## config.mk

```make
export PLATFORM = sky130hd
export DESIGN_NAME = fsse_time_store
export DESIGN_NICKNAME = d
export VERILOG_FILES = /design/src/rtl/core/fsse_pkg.sv /design/src/rtl/core/fsse_time_store.sv
export SDC_FILE = /design/constraint.sdc
export NUM_CORES = 2
export LEC_CHECK = 0
export BUFFER_PORTS_ARGS = -buffer_cell sky130_fd_sc_hd__buf_2
export CORE_MARGIN = 1.5
export CORE_UTILIZATION = 35
export CTS_CLUSTER_DIAMETER = 60
export DETAILED_ROUTE_END_ITERATION = 7
export PLACE_DENSITY = 0.48
export SKIP_CTS_REPAIR_TIMING = 1
export SYNTH_ARGS = -nofsm -noshare
export SYNTH_HDL_FRONTEND = slang
export SYNTH_SLANG_ARGS = --single-unit
```

## constraint.sdc

```tcl
create_clock -name i_clk -period 6.4 [get_ports i_clk]
set_clock_uncertainty 0.2 [all_clocks]
set_input_delay 1.28 -clock i_clk [delete_from_list [all_inputs] [get_ports i_clk]]
set_output_delay 1.28 -clock i_clk [all_outputs]
set_load 0.01 [all_outputs]
```

## src/rtl/core/fsse_pkg.sv

```systemverilog
package fsse_pkg;

    // field widths
    localparam int TIME_W  = 40;
    localparam int ACC_W   = 48;
    localparam int PROC_W  = 16;
    localparam int DUE_W   = 32;
    localparam int JOBS_W  = 11;
    localparam int MCNT_W  = 6;

    localparam int DEF_MAX_MACHINES = 32;
    localparam int DEF_MAX_JOBS     = 1024;

    // configuration port
    localparam int CFG_IDX_W  = 2;
    localparam int CFG_DATA_W = 11;

    localparam logic [CFG_IDX_W-1:0] REG_BLOCKING = 2'd0;
    localparam logic [CFG_IDX_W-1:0] REG_MACHINES = 2'd1;
    localparam logic [CFG_IDX_W-1:0] REG_JOBS     = 2'd2;

    localparam logic CMD_OP    = 1'b0;
    localparam logic CMD_CLEAR = 1'b1;

    typedef logic [TIME_W-1:0] t_time;
    typedef logic [ACC_W-1:0]  t_acc;

    localparam t_time TIME_MAX = '1;
    localparam t_acc  ACC_MAX  = '1;

    // machine-time store control
    typedef struct packed {
        logic rd_en;
        logic wr_en;
        logic clr;
    } t_store_ctl;

    function automatic t_time sat_time(input t_time a, input t_time b);
        logic [TIME_W:0] s;
        s = {1'b0, a} + {1'b0, b};
        return s[TIME_W] ? TIME_MAX : s[TIME_W-1:0];
    endfunction

    function automatic t_acc sat_acc(input t_acc a, input t_time b);
        logic [ACC_W:0] s;
        s = {1'b0, a} + (ACC_W + 1)'(b);
        return s[ACC_W] ? ACC_MAX : s[ACC_W-1:0];
    endfunction

    function automatic t_time pos_diff(input t_time a, input t_time b);
        return (a > b) ? (a - b) : '0;
    endfunction

endpackage

```

## src/rtl/core/fsse_time_store.sv

```systemverilog
module fsse_time_store #(
    parameter int DEPTH = fsse_pkg::DEF_MAX_MACHINES,
    parameter int AW    = (DEPTH > 1) ? $clog2(DEPTH) : 1
) (
    input  logic                 i_clk,
    input  logic                 i_rst_n,
    input  fsse_pkg::t_store_ctl i_ctl,
    input  logic [AW-1:0]        i_rd_addr0,
    input  logic [AW-1:0]        i_rd_addr1,
    input  logic [AW-1:0]        i_wr_addr,
    input  fsse_pkg::t_time      i_wr_data,
    output fsse_pkg::t_time      o_rd_data0,
    output fsse_pkg::t_time      o_rd_data1
);
    import fsse_pkg::*;

    t_time            r_mem [DEPTH];
    t_time            r_q0;
    t_time            r_q1;
    t_time            r_wdata;
    logic [DEPTH-1:0] r_valid;
    logic             r_hit0;
    logic             r_hit1;
    logic             r_live0;
    logic             r_live1;

    // 1R1R1W array, read-before-write
    always_ff @(posedge i_clk) begin
        if (i_ctl.wr_en) begin
            r_mem[i_wr_addr] <= i_wr_data;
        end
        if (i_ctl.rd_en) begin
            r_q0 <= r_mem[i_rd_addr0];
            r_q1 <= r_mem[i_rd_addr1];
        end
    end

    // bypass of a same-cycle write or clear
    always_ff @(posedge i_clk) begin
        if (i_ctl.rd_en) begin
            r_hit0  <= i_ctl.wr_en && (i_wr_addr == i_rd_addr0);
            r_hit1  <= i_ctl.wr_en && (i_wr_addr == i_rd_addr1);
            r_live0 <= r_valid[i_rd_addr0] && !i_ctl.clr;
            r_live1 <= r_valid[i_rd_addr1] && !i_ctl.clr;
            r_wdata <= i_wr_data;
        end
    end

    // per-entry valid: unwritten entries read as zero
    always_ff @(posedge i_clk) begin
        if (!i_rst_n) begin
            r_valid <= '0;
        end else if (i_ctl.clr) begin
            r_valid <= '0;
        end else if (i_ctl.wr_en) begin
            r_valid[i_wr_addr] <= 1'b1;
        end
    end

    assign o_rd_data0 = r_hit0 ? r_wdata : (r_live0 ? r_q0 : '0);
    assign o_rd_data1 = r_hit1 ? r_wdata : (r_live1 ? r_q1 : '0);

endmodule

```

==> flow_metrics.env <==
export IMPL_hold_class="reg2reg"
export IMPL_dr_total_vias=32500
export IMPL_place_inst=5247
export IMPL_rr_startpoint="r_valid[3]$_SDFFE_PP0P_"
export IMPL_routedWlPerCell_um=35.7
export IMPL_yosysSeqAreaShare=0.663
export IMPL_path_class="reg2out"
export IMPL_max_freq_mhz=215
export IMPL_hold_viol_final=0
export IMPL_final_layout_size_suffix_gt1_frac=0.454
export IMPL_max_slew_worst_pin_slew_ns=1.14
export IMPL_final_cell_mix="edfxtp_1 (1404), mux4_2 (812), clkbuf_16 (173), buf_2 (128), mux2_2 (84)"
export IMPL_fin_cells=5549
export IMPL_yosysUniqueCellTypes=29
export IMPL_overflow=0
export IMPL_fillers=15900
export IMPL_slew_headroom=0.237
export IMPL_die_y_um=433
export IMPL_power_leakage_uw=0.0230
export IMPL_synth_top_cells_by_area="edfxtp_1 (65%), mux4_2 (28%), mux2_2 (1.5%), a22o_1 (1.1%), dfxtp_1 (0.99%)"
export IMPL_die_w_um=433
export IMPL_portBuffers=139
export IMPL_num_rows=157
export IMPL_rsz0062_at_grt="false"
export IMPL_yosysTopAreaCellShare=0.653
export IMPL_core_sq_um=183000
export IMPL_via_per_inst=5.86
export IMPL_drc_errors=0
export IMPL_wirelength_um=198000
export IMPL_synth_area_sq_um=64600
export IMPL_grt_max_degree=93
export IMPL_insertion_delay_ns=0.80
export IMPL_dp_hpwl_um=104000
export IMPL_worstPathArrival_ns=3.17
export IMPL_grt_pass1_wl_um=277000
export IMPL_drv_cap=0
export IMPL_clock_sinks=1436
export IMPL_grt_usage=0.214
export IMPL_total_power_uw=21800
export IMPL_cts_buffers=168
export IMPL_end_kind="output pin"
export IMPL_ys_warn_count=0
export IMPL_irDropWorstVdd_mv=0.217
export IMPL_gp_congestion=0.746
export IMPL_synth_nets=2826
export IMPL_nNetsFinal=3013
export IMPL_finalSetupTns_ns=0
export IMPL_cellPowerDensity_nw_per_um2=292
export IMPL_cp_startpoint="r_hit0$_DFFE_PP_"
export IMPL_synth_edf_count=1404
export IMPL_firstDrtPassIters=6
export IMPL_grt_pass1_vias=35100
export IMPL_start_util=0.352
export IMPL_drt_iter0_markers=3104
export IMPL_setup_viol=0
export IMPL_critPathMaxFanout=17
export IMPL_min_period_over_period=0.727
export IMPL_synthCells=2766
export IMPL_outcome="complete, no violations"
export IMPL_htree_levels=4
export IMPL_clk_root_buffer_cell="clkbuf_16"
export IMPL_ant_nets=0
export IMPL_clk_pin_slew_worst_paths_ns=0.06
export IMPL_final_common_cell="edfxtp_1"
export IMPL_clock_path_buffers=3
export IMPL_synthToLayoutAreaGrowth_pct=15.2
export IMPL_ys_ff_latch=1436
export IMPL_synth_top_area_cell="edfxtp_1"
export IMPL_antenna_found_initial=7
export IMPL_start_kind="flip-flop"
export IMPL_hp_start="r_valid[22]$_SDFFE_PP0P_"
export IMPL_dieArea_sq_um=187000
export IMPL_finalMaxSlewViolations=0
export IMPL_syn_avg_cell_area_sq_um=23.3
export IMPL_io_pins=140
export IMPL_synth_ff_type="edfxtp_1"
export IMPL_async_flop_share=0
export IMPL_fin_crit_ns=4.65
export IMPL_cts_tree="yes"
export IMPL_cp_required_ns=4.92
power by group:
group          switching [uW]  internal (uW)
registers                79.1          10500
clock network            3850           5650
logic                     883            773
worst max-delay path, cell delays in order (launching register included):
cell,delay (ns)
edfxtp_1,0.38
buf_4,0.28
nor2b_4,0.75
buf_4,0.45
a22o_1,0.31
buf_2,0.18
per-layer routing:
layer	share of wire	GRT usage
met4	0.025	0.0607
met2	0.53	0.379
met1	0.40	0.275
met5	0.000091	0
met3	0.051	0.0300
through the flow:
stage	util	hold WS [ns]	area, sq um	setup WS [ns]
after floorplan	-	0.252	64600	1.95
after global placement	0.376	0.259	69000	1.82
after detailed placement	0.376	0.277	69000	1.85
after CTS	0.406	0.289	74400	1.64
after global routing	0.406	0.310	74400	1.69
final	0.406	0.287	74400	1.75
synthesized netlist by cell type (3+ instances only):
cell,count
edfxtp_1,1404
mux4_2,812
clkbuf_1,112
mux2_2,84
a22o_1,78
buf_2,66
nor2_1,34
o21a_1,34
dfxtp_1,32
buf_1,29
buf_4,9
buf_6,8
nand2_1,8
nor2b_1,8
xor2_1,8
mux2i_1,7
nand3b_1,7
a2111oi_0,5
and3_1,3
nand3_1,3
or3b_2,3
final timing paths:
check             slack [ns]  cells past startpoint                  endpoint
hold reg to reg         0.29                      1  r_valid[22]$_SDFFE_PP0P_
hold / removal          0.29                      1  r_valid[22]$_SDFFE_PP0P_
setup / recovery        1.75                      5            o_rd_data0[32]
setup reg to reg        4.00                      4         r_live0$_DFFE_PP_
cell type report:
class	count	area, sq um	area share
Inverter	1	3.75	0.0000504
Antenna cell	1	2.50	0.0000336
Clock buffer	216	4510	0.0606
Sequential cell	1436	42800	0.575
Multi-Input combinational cell	1105	21000	0.282
Clock inverter	85	893	0.0120
Tap cell	2464	3080	0.0414
Timing Repair Buffer	241	2090	0.0281
registers in the layout, indices dropped and copies added, names as in the netlist:
register  count
r_live1       1
r_valid      32
r_q1         40
r_hit1        1
r_live0       1
r_mem      1280
r_q0         40
r_wdata      40
r_hit0        1
logic make-up (layout without fill, tap and decap cells):
logic type / after synthesis / after routing / synth area share
muxes: 903 / 903 / 0.299
and+or+nand+nor: 71 / 71 / 0.00548
DFF: 1436 / 1436 / 0.663
xor gates and xnor gates: 10 / 10 / 0.00136
buffers and inverters: 225 / 543 / 0.0158
other: 0 / 1 / 0
AOI/OAI and AO/OA: 121 / 121 / 0.0157
Note: power is estimated with default switching activity, not from simulation.
